**config.mk**
```make
export PLATFORM = sky130hd
export DESIGN_NAME = lecg_queue
export DESIGN_NICKNAME = d
export VERILOG_FILES = /design/src/rtl/core/lecg_queue.sv
export VERILOG_INCLUDE_DIRS = /design/src /design/src/rtl/core
export SDC_FILE = /design/constraint.sdc
export NUM_CORES = 1
export LEC_CHECK = 0
export BUFFER_PORTS_ARGS = -buffer_cell sky130_fd_sc_hd__buf_2
export CORE_MARGIN = 8
export CORE_UTILIZATION = 58
export CTS_BUF_LIST = sky130_fd_sc_hd__clkbuf_2 sky130_fd_sc_hd__clkbuf_4 sky130_fd_sc_hd__clkbuf_8
export DETAILED_ROUTE_END_ITERATION = 10
export HOLD_SLACK_MARGIN = 0.06
export PLACE_DENSITY = 0.92
export SLEW_MARGIN = 20
export SYNTH_ARGS = -nofsm -noshare
export SYNTH_HDL_FRONTEND = slang
export SYNTH_SLANG_ARGS = --single-unit
```
**constraint.sdc**
```tcl
create_clock -name i_clk -period 6.9 [get_ports i_clk]
set_input_delay 0.69 -clock i_clk [delete_from_list [all_inputs] [get_ports i_clk]]
set_output_delay 0.69 -clock i_clk [all_outputs]
set_load 0.03 [all_outputs]
```
**src/rtl/core/assert_macros.svh**
```systemverilog
// assertion helper macros shared by the rtl
// no dependencies
`ifndef ASSERT_MACROS_SVH
`define ASSERT_MACROS_SVH

// condition must never be true outside reset
`define ASSERT_NEVER(label, clk, rst_n, cond) \
    label: assert property (@(posedge clk) disable iff (!rst_n) !(cond)) \
        else $error("assertion failed");

// antecedent implies consequent in the same cycle
`define ASSERT_IMPL(label, clk, rst_n, ante, cons) \
    label: assert property (@(posedge clk) disable iff (!rst_n) (ante) |-> (cons)) \
        else $error("assertion failed");

// antecedent implies consequent in the next cycle
`define ASSERT_NEXT(label, clk, rst_n, ante, cons) \
    label: assert property (@(posedge clk) disable iff (!rst_n) (ante) |=> (cons)) \
        else $error("assertion failed");

`endif

```
**src/rtl/core/lecg_queue.sv**
```systemverilog
// two-entry queue between the front end and the color back end
// uses assert_macros.svh
`include "assert_macros.svh"
module lecg_queue #(
    parameter int W = 33
) (
    input  logic         i_clk,
    input  logic         i_rst_n,
    input  logic         i_push,
    input  logic [W-1:0] i_data,
    input  logic         i_pop,
    output logic         o_empty,
    output logic         o_full,
    output logic [W-1:0] o_data
);
    logic [W-1:0] r_mem [2];
    logic         r_wp;
    logic         r_rp;
    logic [1:0]   r_cnt;

    logic do_pop;
    assign do_pop  = i_pop && !o_empty;
    assign o_empty = (r_cnt == 2'd0);
    assign o_full  = (r_cnt == 2'd2);
    assign o_data  = r_mem[r_rp];

    always_ff @(posedge i_clk) begin
        if (!i_rst_n) begin
            r_wp  <= 1'b0;
            r_rp  <= 1'b0;
            r_cnt <= 2'd0;
        end else begin
            if (i_push) begin
                r_wp <= !r_wp;
            end
            if (do_pop) begin
                r_rp <= !r_rp;
            end
            r_cnt <= r_cnt + {1'b0, i_push} - {1'b0, do_pop};
        end
        if (i_push) begin
            r_mem[r_wp] <= i_data;
        end
    end

    `ASSERT_NEVER(a_no_overflow, i_clk, i_rst_n, i_push && o_full && !do_pop)
    `ASSERT_NEVER(a_cnt_range, i_clk, i_rst_n, r_cnt == 2'd3)
    `ASSERT_NEXT(a_push_fills, i_clk, i_rst_n, i_push && o_empty, !o_empty)
endmodule

```
==> reports/qor.yml, run 1 <==
sta:
  fin_crit_sh_pct: 38.6
  number_of_setup_violations_in_the_final_report: 0
  finalHoldViolations: 0
  clock_skew_ns: 0.00505
  max_slew.worst_pin.slew_ns: 1.08
  unrepaired_setup_endpoints_after_global_routing: "no"
  slew_violations: 0
  max_clock_freq_mhz: 375
  finalCriticalPeriod_ns: 2.67
  tns_ns: 0
  maxSlewHeadroom_pct: 27.9
worst_setup_path:
  path_max_fanout: 33
  worst-setup-path-type: "reg -> out"
  arr_time_crit_path_ns: 1.98
  reg2reg_from: "r_wp"
  rr_worst_depth: 1
  startpoint_type: "flop"
  crit_path_cell_trace: "mux2_1, buf_2"
  worst_setup_path_endpoint: "o_data[1]"
  cp_slowest_cell: "sky130_fd_sc_hd__dfxtp_2"
  critPathCaptureType: "output port"
  cp_slowest_stage_delay_ns: 1.04
  worstPathRequired_ns: 6.21
  slack_of_the_worst_reg_to_reg_path_ns: 5.41
  critical_path.reg2reg.endpoint: "r_mem[0][23]"
final_layout:
  n_diodes: 0
  final_core_util_pct: 71.6
  final_cell_mix: "sky130_fd_sc_hd__buf_2 (71), sky130_fd_sc_hd__edfxtp_1 (66), sky130_fd_sc_hd__mux2_4 (30)"
  area_of_combinational_cells_with_multiple_inputs_um2: 627
  final-seq-area_um2: 2080
  n_fill_cell: 304
  area.growth.synth_to_final_pct: 21.1
  finish.net_count: 244
  final_layout_size_suffix_gt1_share_pct: 57.1
  layout.cells.non_filler: 264
  layout_commonest_cell: "sky130_fd_sc_hd__buf_2"
die:
  floorplan.die.height_um: 84.9
  die-width_um: 84.9
  starting_density_of_the_core_pct: 59.1
  row_count: 25
  i_o_pins: 72
  core-area_um2: 4660
  die_area_um2: 7210
place:
  placedCellCount: 248
  place.port_buffers: 71
  globalplace.congestion: 0.665
global_routing:
  grt_util_all_layers_pct: 14.0
  via_count_of_the_first_global_routing_pass: 1508
  met3_usage_pct: 3.86
  grt_antenna_before_repair: 0
  grt-ovfl-total: 0
  global_route.usage.met2_pct: 24.3
  grt_first_pass_wirelength_um: 7630
  grt_busiest_layer: "met2"
  met1_resource_use_gr_pct: 15.2
  pin_count_of_the_biggest_net_entering_global_routing: 35
cts:
  clock_path_buffers: 2
  cts_made_buffers: 9
  clk_pin_slew_ns: 0.06
  worst_skew_pair.late_latency_ns: 0.33
  cts_hold_buf: 0
  tritoncts: "built"
  cts_resized: 0
  htree_num_levels: 3
  clock_root_buffer_master: "sky130_fd_sc_hd__clkbuf_8"
  clock_sinks: 71
  post-cts-setup-buffers: 0
pwr:
  seq_power_share_pct: 47.5
  power.combinational.fraction_pct: 25.6
  share_clk_of_total_power_pct: 26.9
  switching_portion_of_total_power_pct: 29.3
  report.power.total_mw: 1.15
  ir_drop_v: 0.000305
  cellInternalPower_mw: 0.814
  net_sw_power_mw: 0.337
  power.leakage_nw: 1.35
  pwr_density_cell_nw_per_um2: 345
detailed_routing:
  detail_route.drc_violations: 0
  drt-total-wl_um: 4790
  first_iter_violations: 82
  detailroute.via_count: 1341
  route.detailed.vias_per_inst: 5.08
  firstDrtPassIters: 4
  antenna_left: 0
  wire_per_inst_um: 18.2
synth:
  mappedNetlistArea_um2: 2750
  netlist.top_cell.by_area: "sky130_fd_sc_hd__edfxtp_1"
  synth_cell_types: 16
  synth_top_cells_by_area: "sky130_fd_sc_hd__edfxtp_1 (72%), sky130_fd_sc_hd__mux2_4 (16%), sky130_fd_sc_hd__dfxtp_1 (3.6%)"
  synth-seq-cells: 71
  yosysWarnings: 0
  post_synth.cell_area_avg_um2: 21.9
  post-synth-top-area-fraction_pct: 72.0
  syn_inst: 126
  synthesized_net_count: 165
  synth_sequential_area_ratio_pct: 75.6
hold_path:
  timing.hold.worst_path_depth: 2
  worst_hold_path_type: "reg -> reg"
outcome:
  outcome: "finished clean"
flow_run:
  max_cap_viol_count: 0
registers in the layout, summed over array words and instances (netlist names), named ones only:
register / cells
r_mem: 66
r_wp: 1
r_cnt: 2
r_rp: 1
metrics by stage:
| stage | setup WS, ns | hold WS, ns | area (µm²) |
|---|---|---|---|
| 4_1_cts | 4.21 | 0.515 | 3340 |
| 5_1_grt | 4.14 | 0.535 | 3340 |
| 2_1_floorplan | 4.26 | 0.452 | 2750 |
| 3_3_place_gp | 4.62 | 0.453 | 3150 |
| 3_5_place_dp | 4.58 | 0.479 | 3150 |
| 6_report | 4.23 | 0.511 | 3340 |
synthesized netlist by cell type:
library cell                n
sky130_fd_sc_hd__mux2_1     3
sky130_fd_sc_hd__edfxtp_1  66
sky130_fd_sc_hd__nor2_1     1
sky130_fd_sc_hd__dfxtp_1    5
sky130_fd_sc_hd__mux2_4    30
sky130_fd_sc_hd__o21a_2     1
sky130_fd_sc_hd__inv_1      2
sky130_fd_sc_hd__buf_6      4
sky130_fd_sc_hd__nand2b_1   1
sky130_fd_sc_hd__nor2b_1    4
sky130_fd_sc_hd__o21a_1     1
sky130_fd_sc_hd__ha_1       2
sky130_fd_sc_hd__mux2i_1    2
sky130_fd_sc_hd__and2_1     2
sky130_fd_sc_hd__nand2_1    1
sky130_fd_sc_hd__xnor3_1    1
worst min-delay path by stage:
stage,slack (ns),to,startpoint
floorplan,0.45,flop,r_rp
CTS,0.51,flop,r_rp
finish,0.51,flop,r_rp
detailed placement,0.48,flop,r_rp
global placement,0.45,flop,r_rp
global route,0.54,r_mem[0][19],i_data[19]
power by group through the flow:
stage / logic, mW / registers [mW] / clock network, mW
floorplan: 0.263 / 0.522 / 0
global placement: 0.291 / 0.553 / 0
detailed placement: 0.298 / 0.557 / 0
CTS: 0.300 / 0.547 / 0.317
global route: 0.314 / 0.552 / 0.331
finish: 0.294 / 0.547 / 0.310
final cells by class:
| type | count | area share (%) |
|---|---|---|
| clock buffer | 11 | 4.16 |
| multi-input combinational | 49 | 18.8 |
| sequential | 71 | 62.5 |
| tap | 54 | 2.03 |
| timing repair buffer | 72 | 10.9 |
| inverter | 2 | 0.225 |
| clock inverter | 5 | 1.46 |
metal layers:
layer / share of wire, % / routed length [µm]
met2: 53 / 2560
met5: 0 / 0
met4: 2.1 / 100
met3: 5.1 / 244
met1: 39 / 1890
cell families (layout without fill, tap and decap cells):
| group | after synthesis | count (layout) | synth area share, % |
|---|---|---|---|
| buffers and inverters | 6 | 90 | 1.91 |
| muxes | 35 | 35 | 18.3 |
| AOI/OAI and AO/OA | 2 | 2 | 0.591 |
| and+or+nand+nor | 9 | 9 | 1.86 |
| adders and majority gates | 2 | 2 | 0.909 |
| DFF | 71 | 71 | 75.6 |
| xor gates and xnor gates | 1 | 1 | 0.818 |
critical path: cells and delay by family (launching register included):
kind                   cells  cell delay, ns
buffers and inverters      1            0.19
DFF                        1            1.04
muxes                      1            0.40
Note: power is estimated with default switching activity, not from simulation.
==> inputs of run 2 (changes only) <==
--- a/config.mk
+++ b/config.mk
@@ -8,11 +8,11 @@
 export LEC_CHECK = 0
 export BUFFER_PORTS_ARGS = -buffer_cell sky130_fd_sc_hd__buf_2
 export CORE_MARGIN = 8
-export CORE_UTILIZATION = 58
+export CORE_UTILIZATION = 54
 export CTS_BUF_LIST = sky130_fd_sc_hd__clkbuf_2 sky130_fd_sc_hd__clkbuf_4 sky130_fd_sc_hd__clkbuf_8
 export DETAILED_ROUTE_END_ITERATION = 10
 export HOLD_SLACK_MARGIN = 0.06
-export PLACE_DENSITY = 0.92
+export PLACE_DENSITY = 0.86
 export SLEW_MARGIN = 20
 export SYNTH_ARGS = -nofsm -noshare
 export SYNTH_HDL_FRONTEND = slang
==> constraint.sdc (replaced) <==
create_clock -name i_clk -period 2.7 [get_ports i_clk]
set_input_delay 0.27 -clock i_clk [delete_from_list [all_inputs] [get_ports i_clk]]
set_output_delay 0.27 -clock i_clk [all_outputs]
set_load 0.03 [all_outputs]
==> run 2 against run 1 <==
  * Via count decreased by 0.37%
  * Critical path type unchanged
  * Global-route usage decreased by 1.9 points
  * Clock power increased to 3.2 times the previous value
  * Die area increased by 6.0%
  * Critical endpoint is now o_data[32]
==> reports/qor.yml, run 2 (synthesis gave the netlist of run 1 again) <==
worst_setup_path:
  rr_worst_depth: 6
  critPathCaptureType: "output port"
  startpoint_type: "flop"
  worst_setup_path_endpoint: "o_data[32]"
  slack_of_the_worst_reg_to_reg_path_ns: 1.26
  reg2reg_from: "r_cnt[1]"
  arr_time_crit_path_ns: 1.79
  path_max_fanout: 18
  critical_path.reg2reg.endpoint: "r_cnt[1]"
  worst-setup-path-type: "reg -> out"
  worstPathRequired_ns: 2.43
place:
  placedCellCount: 266
  globalplace.congestion: 0.676
  dp_worst_setup_slack_ns: 0.960
  place.port_buffers: 71
  place_area_um2: 3200
  dpl.hpwl_um: 3190
die:
  starting_density_of_the_core_pct: 55.0
  i_o_pins: 72
  row_count: 26
  floorplan.die.height_um: 87.4
  die_area_um2: 7640
  core-area_um2: 5010
  die-width_um: 87.4
sta:
  fin_crit_sh_pct: 76.1
  max_clock_freq_mhz: 486
  number_of_setup_violations_in_the_final_report: 0
  final.setup.worst_slack_ns: 0.644
  unrepaired_setup_endpoints_after_global_routing: "no"
  maxSlewHeadroom_pct: 63.5
  finalHoldWorstSlack_ns: 0.120
  tns_ns: 0
  slew_violations: 0
  finalCriticalPeriod_ns: 2.06
  clock_skew_ns: 0.00460
  finalHoldViolations: 0
  max_slew.worst_pin.slew_ns: 0.548
cts:
  tritoncts: "built"
  cts_resized: 0
  cts_hold_buf: 0
  post-cts-setup-buffers: 0
  cts_made_buffers: 9
  htree_num_levels: 3
  clock_sinks: 71
  clock_path_buffers: 2
  clock_root_buffer_master: "sky130_fd_sc_hd__clkbuf_8"
  clk_pin_slew_ns: 0.08
  worst_skew_pair.late_latency_ns: 0.33
detailed_routing:
  detailroute.via_count: 1336
  wire_per_inst_um: 16.0
  first_iter_violations: 57
  firstDrtPassIters: 4
  route.detailed.vias_per_inst: 4.74
  drt-total-wl_um: 4510
  detail_route.drc_violations: 0
  antenna_left: 0
global_routing:
  grt_first_pass_wirelength_um: 6620
  pin_count_of_the_biggest_net_entering_global_routing: 34
  grt-ovfl-total: 0
  grt_util_all_layers_pct: 12.1
  grt_antenna_before_repair: 0
  via_count_of_the_first_global_routing_pass: 1394
pwr:
  power.leakage_nw: 1.38
  cellInternalPower_mw: 2.25
  switching_portion_of_total_power_pct: 28.1
  report.power.total_mw: 3.13
  net_sw_power_mw: 0.879
  pwr_density_cell_nw_per_um2: 913
  seq_power_share_pct: 43.3
  power.combinational.fraction_pct: 25.4
  share_clk_of_total_power_pct: 31.3
  ir_drop_v: 0.000747
final_layout:
  layout.cells.non_filler: 282
  layout_commonest_cell: "sky130_fd_sc_hd__buf_2"
  finish.net_count: 246
  n_diodes: 0
  largest_reg_flops: 66
  area.growth.synth_to_final_pct: 24.6
  final_cell_mix: "sky130_fd_sc_hd__buf_2 (71), sky130_fd_sc_hd__edfxtp_1 (66), sky130_fd_sc_hd__mux2_4 (30)"
  max_flop_register: "r_mem"
  layout_top_registers: "r_mem: 66 flops, r_cnt: 2 flops"
  final_core_util_pct: 68.5
  final_layout_size_suffix_gt1_share_pct: 57.5
  finalInstanceArea_um2: 3430
outcome:
  outcome: "finished clean"
flow_run:
  max_cap_viol_count: 0
hold_path:
  worst_hold_path_type: "in -> reg"
## run 2: cell types whose count changed in the layout (fill, tap and decap cells not counted)
cell,previous run,this run
sky130_fd_sc_hd__buf_12,0,1
sky130_fd_sc_hd__buf_4,1,2
sky130_fd_sc_hd__bufinv_16,1,3
sky130_fd_sc_hd__clkbuf_4,2,0
sky130_fd_sc_hd__clkinv_2,3,2
sky130_fd_sc_hd__clkinvlp_4,0,1
## run 2: power by group through the flow
| stage | clock [mW] | sequential, mW | combinational, mW |
|---|---|---|---|
| 2_1_floorplan | 0 | 1.33 | 0.672 |
| 3_3_place_gp | 0 | 1.38 | 0.798 |
| 3_5_place_dp | 0 | 1.38 | 0.807 |
| 4_1_cts | 1.01 | 1.36 | 0.808 |
| 5_1_grt | 1.05 | 1.37 | 0.845 |
| 6_report | 0.981 | 1.36 | 0.795 |
## run 2: metal layers
layer / vias up / routed length (µm) / track usage [%]
met5: - / 0 / 0
met4: 0 / 150 / 10.6
met2: 44 / 2470 / 20.9
li1: 647 / - / -
met1: 632 / 1670 / 11.5
met3: 13 / 215 / 3.58
## run 2: how the worst min path moves through the flow
stage / from / end / slack, ns / cells past startpoint
2_1_floorplan: i_data[0] / r_mem[0][0] / 0.37 / 0
6_report: i_data[1] / r_mem[0][1] / 0.12 / 1
3_5_place_dp: i_data[14] / r_mem[0][14] / 0.46 / 1
4_1_cts: i_data[1] / r_mem[0][1] / 0.1 / 1
3_3_place_gp: i_data[6] / r_mem[0][6] / 0.46 / 1
5_1_grt: i_data[6] / r_mem[0][6] / 0.10 / 1
## run 2: layout make-up
type / instances / area, µm²
Inverter: 2 / 7.51
Clock inverter: 7 / 111
Fill cell: 356 / 1580
Timing Repair Buffer: 74 / 390
Tap cell: 70 / 87.6
Sequential cell: 71 / 2080
Clock buffer: 9 / 124
Multi-Input combinational cell: 49 / 627
## run 2: critical path: stages (launching register included)
cell,delay [ns]
sky130_fd_sc_hd__dfxtp_2,0.68
sky130_fd_sc_hd__buf_12,0.25
sky130_fd_sc_hd__mux2_1,0.33
sky130_fd_sc_hd__buf_2,0.18
==> inputs of run 3 (changes only) <==
--- a/config.mk
+++ b/config.mk
@@ -6,6 +6,7 @@
 export SDC_FILE = /design/constraint.sdc
 export NUM_CORES = 1
 export LEC_CHECK = 0
+export ABC_AREA = 1
 export BUFFER_PORTS_ARGS = -buffer_cell sky130_fd_sc_hd__buf_2
 export CORE_MARGIN = 8
 export CORE_UTILIZATION = 54
==> constraint.sdc (replaced) <==
create_clock -name i_clk -period 1.9 [get_ports i_clk]
set_input_delay 0.19 -clock i_clk [delete_from_list [all_inputs] [get_ports i_clk]]
set_output_delay 0.19 -clock i_clk [all_outputs]
set_load 0.03 [all_outputs]
==> run 3 against run 2 <==
  * Worst setup slack worse by 0.45 ns
  * Cell count up 17%
  * Non-clock buffer count increased by 35
  * First-iteration DRC count is 75% higher
  * Total power rose by 43%
  * Register-to-register slack worse by 0.79 ns
  * Area after synthesis increased by 0.77%
  * Synthesized cell count is 10% higher
  * Highest routed layer unchanged
==> reports/qor.yml, run 3 <==
sta:
  clock_skew_ns: 0.00681
  slew_violations: 0
  unrepaired_setup_endpoints_after_global_routing: "no"
  number_of_setup_violations_in_the_final_report: 0
  finalHoldViolations: 0
  finalCriticalPeriod_ns: 1.70
  maxSlewHeadroom_pct: 75.6
  final.setup.worst_slack_ns: 0.197
  max_slew.worst_pin.slew_ns: 0.366
  fin_crit_sh_pct: 89.7
  tns_ns: 0
  max_clock_freq_mhz: 587
final_layout:
  area_of_combinational_cells_with_multiple_inputs_um2: 599
  finalInstanceArea_um2: 3760
  n_fill_cell: 301
  final-seq-area_um2: 2080
  final_layout_size_suffix_gt1_share_pct: 48.8
  max_flop_register: "r_mem"
  largest_reg_flops: 66
  layout_top_registers: "r_mem: 66 flops, r_cnt: 2 flops"
  layout_commonest_cell: "sky130_fd_sc_hd__buf_2"
  area.growth.synth_to_final_pct: 35.6
  finish.net_count: 294
  final_cell_mix: "sky130_fd_sc_hd__buf_2 (71), sky130_fd_sc_hd__edfxtp_1 (66), sky130_fd_sc_hd__dlygate4sd3_1 (32)"
worst_setup_path:
  critical_path.reg2reg.endpoint: "r_cnt[1]"
  path_max_fanout: 20
  critPathCaptureType: "output port"
  reg2reg_from: "r_cnt[1]"
  arr_time_crit_path_ns: 1.51
  rr_worst_depth: 9
  worst-setup-path-type: "reg -> out"
  slack_of_the_worst_reg_to_reg_path_ns: 0.47
  worstPathRequired_ns: 1.71
  startpoint_type: "flop"
synth:
  post-synth-top-area-fraction_pct: 71.4
  synth-async-reset-ratio_pct: 0
  synth_cell_types: 12
  synth_sequential_area_ratio_pct: 75.0
  post_synthesis_xor_xnor_area_fraction_pct: 0
  synth_top_cells_by_area: "sky130_fd_sc_hd__edfxtp_1 (71%), sky130_fd_sc_hd__mux2_4 (16%), sky130_fd_sc_hd__dfxtp_1 (3.6%)"
  post_synth_edffs: 66
  synth_top_cells_by_count: "sky130_fd_sc_hd__edfxtp_1 (66), sky130_fd_sc_hd__mux2_4 (30), sky130_fd_sc_hd__nor2_1 (10)"
  synth-seq-cells: 71
  yosysWarnings: 0
  mappedNetlistArea_um2: 2780
  synthFlopType: "sky130_fd_sc_hd__edfxtp_1"
  synthesized_net_count: 178
  synth-compound-area-share_pct: 0.180
  multiplexer_share_of_the_synthesized_area_pct: 17.4
  post_synth.cell_area_avg_um2: 20.0
  syn_inst: 139
  synth_simple_gate_area_share_pct: 2.80
  post-synth-top-count-cell: "sky130_fd_sc_hd__edfxtp_1"
  netlist.top_cell.by_area: "sky130_fd_sc_hd__edfxtp_1"
  synth_fa_ha_area_share_pct: 0.902
  dominant_combinational_cell_family_by_area_after_synthesis: "multiplexers"
global_routing:
  grt-ovfl-total: 0
  via_count_of_the_first_global_routing_pass: 1696
  grt_util_all_layers_pct: 14.2
  grt_first_pass_wirelength_um: 7960
  grt_antenna_before_repair: 0
  pin_count_of_the_biggest_net_entering_global_routing: 21
hold_path:
  worst_hold_path_type: "in -> reg"
  timing.hold.worst_path_depth: 1
  min_delay_worst_endpoint: "r_mem[1][2]"
  worstHoldStart: "i_data[2]"
die:
  die_area_um2: 7690
  starting_density_of_the_core_pct: 55.0
  row_count: 26
  i_o_pins: 72
  core-area_um2: 5040
  floorplan.die.height_um: 87.7
  die-width_um: 87.7
pwr:
  ir_drop_v: 0.000736
  report.power.total_mw: 4.49
  power.leakage_nw: 1.56
  pwr_density_cell_nw_per_um2: 1190
cts:
  clk_pin_slew_ns: 0.07
  cts_hold_buf: 32
  clock_sinks: 71
  post-cts-setup-buffers: 0
  htree_num_levels: 3
  cts_resized: 0
  worst_skew_pair.late_latency_ns: 0.33
  clock_path_buffers: 2
  clock_root_buffer_master: "sky130_fd_sc_hd__clkbuf_8"
  cts_made_buffers: 9
  tritoncts: "built"
flow_run:
  max_cap_viol_count: 0
detailed_routing:
  route.detailed.vias_per_inst: 4.66
  drt-total-wl_um: 5100
  antenna_left: 0
  wire_per_inst_um: 15.4
  first_iter_violations: 100
  detail_route.drc_violations: 0
  firstDrtPassIters: 3
  detailroute.via_count: 1544
place:
  place.port_buffers: 71
  dp_worst_setup_slack_ns: 0.463
  globalplace.congestion: 0.661
  place_area_um2: 3200
  dpl.hpwl_um: 3350
outcome:
  outcome: "finished clean"
[run 3: cell types whose count changed in the layout (fill, tap and decap cells not counted), moves of 3 or more]
cell and change:
sky130_fd_sc_hd__mux2_1 -3, sky130_fd_sc_hd__dlygate4sd3_1 +32, sky130_fd_sc_hd__nor2_1 +8, sky130_fd_sc_hd__nand2_1 +7
sky130_fd_sc_hd__buf_4 +4, sky130_fd_sc_hd__nor2b_1 -3, sky130_fd_sc_hd__mux2_2 +3, sky130_fd_sc_hd__inv_1 +6
sky130_fd_sc_hd__clkbuf_4 +3
[run 3: where the power goes]
group / switching (mW) / internal, mW
registers: 0.0412 / 1.83
logic: 0.705 / 0.503
clock network: 0.496 / 0.913
total: 1.24 / 3.25
[run 3: layout make-up]
type,count,area share [%]
clock inverters,4,2.49
multi-input cells,56,15.9
inverters,8,0.798
flip-flops and latches,71,55.4
well taps,70,2.33
repair buffers,109,19.1
diodes,1,0.0665
clock buffers,12,3.89
[run 3: cells by family (layout without fill, tap and decap cells)]
| logic type | count (synthesis) | count (layout) |
|---|---|---|
| multiplexers | 33 | 33 |
| adder cells (fa/ha/maj) | 2 | 2 |
| other | 0 | 1 |
| AND/OR/NAND/NOR | 20 | 20 |
| flip-flops | 71 | 71 |
| AO/OA/AOI/OAI | 1 | 1 |
| buffers and inverters | 12 | 133 |
[run 3: worst max-delay path, cell delays in order (launching register included)]
cell and delay (ns):
sky130_fd_sc_hd__dfxtp_2 0.32, sky130_fd_sc_hd__buf_4 0.33, sky130_fd_sc_hd__mux2_4 0.34, sky130_fd_sc_hd__buf_2 0.18
[run 3: worst max-delay path by stage]
stage          startpoint  cells past startpoint    endpoint  slack (ns)
4_1_cts              flop                      3  o_data[17]        0.18
5_1_grt              flop                      3  o_data[12]        0.15
3_5_place_dp     r_cnt[1]                      9    r_cnt[1]        0.46
6_report             flop                      3  o_data[21]        0.20
2_1_floorplan    r_cnt[1]                      9    r_cnt[1]        0.16
3_3_place_gp     r_cnt[1]                      9    r_cnt[1]        0.52
[run 3: stage by stage]
stage | instances | util, % | hold slack [ns]
after floorplan | 139 | - | 0.283
after global placement | 282 | 63.5 | 0.377
after detailed placement | 282 | 63.5 | 0.381
after CTS | 330 | 74.6 | 0.0609
after global routing | 330 | 74.6 | 0.0600
final | 331 | 74.6 | 0.0732
[run 3: routing by layer]
metal / global-route usage, % / up-vias / share of wire [%]
li1: - / 752 / -
met1: 15.0 / 740 / 41
met2: 24.2 / 44 / 52
met4: 8.28 / 0 / 1.7
met5: 0 / - / 0
met3: 4.50 / 8 / 5.7
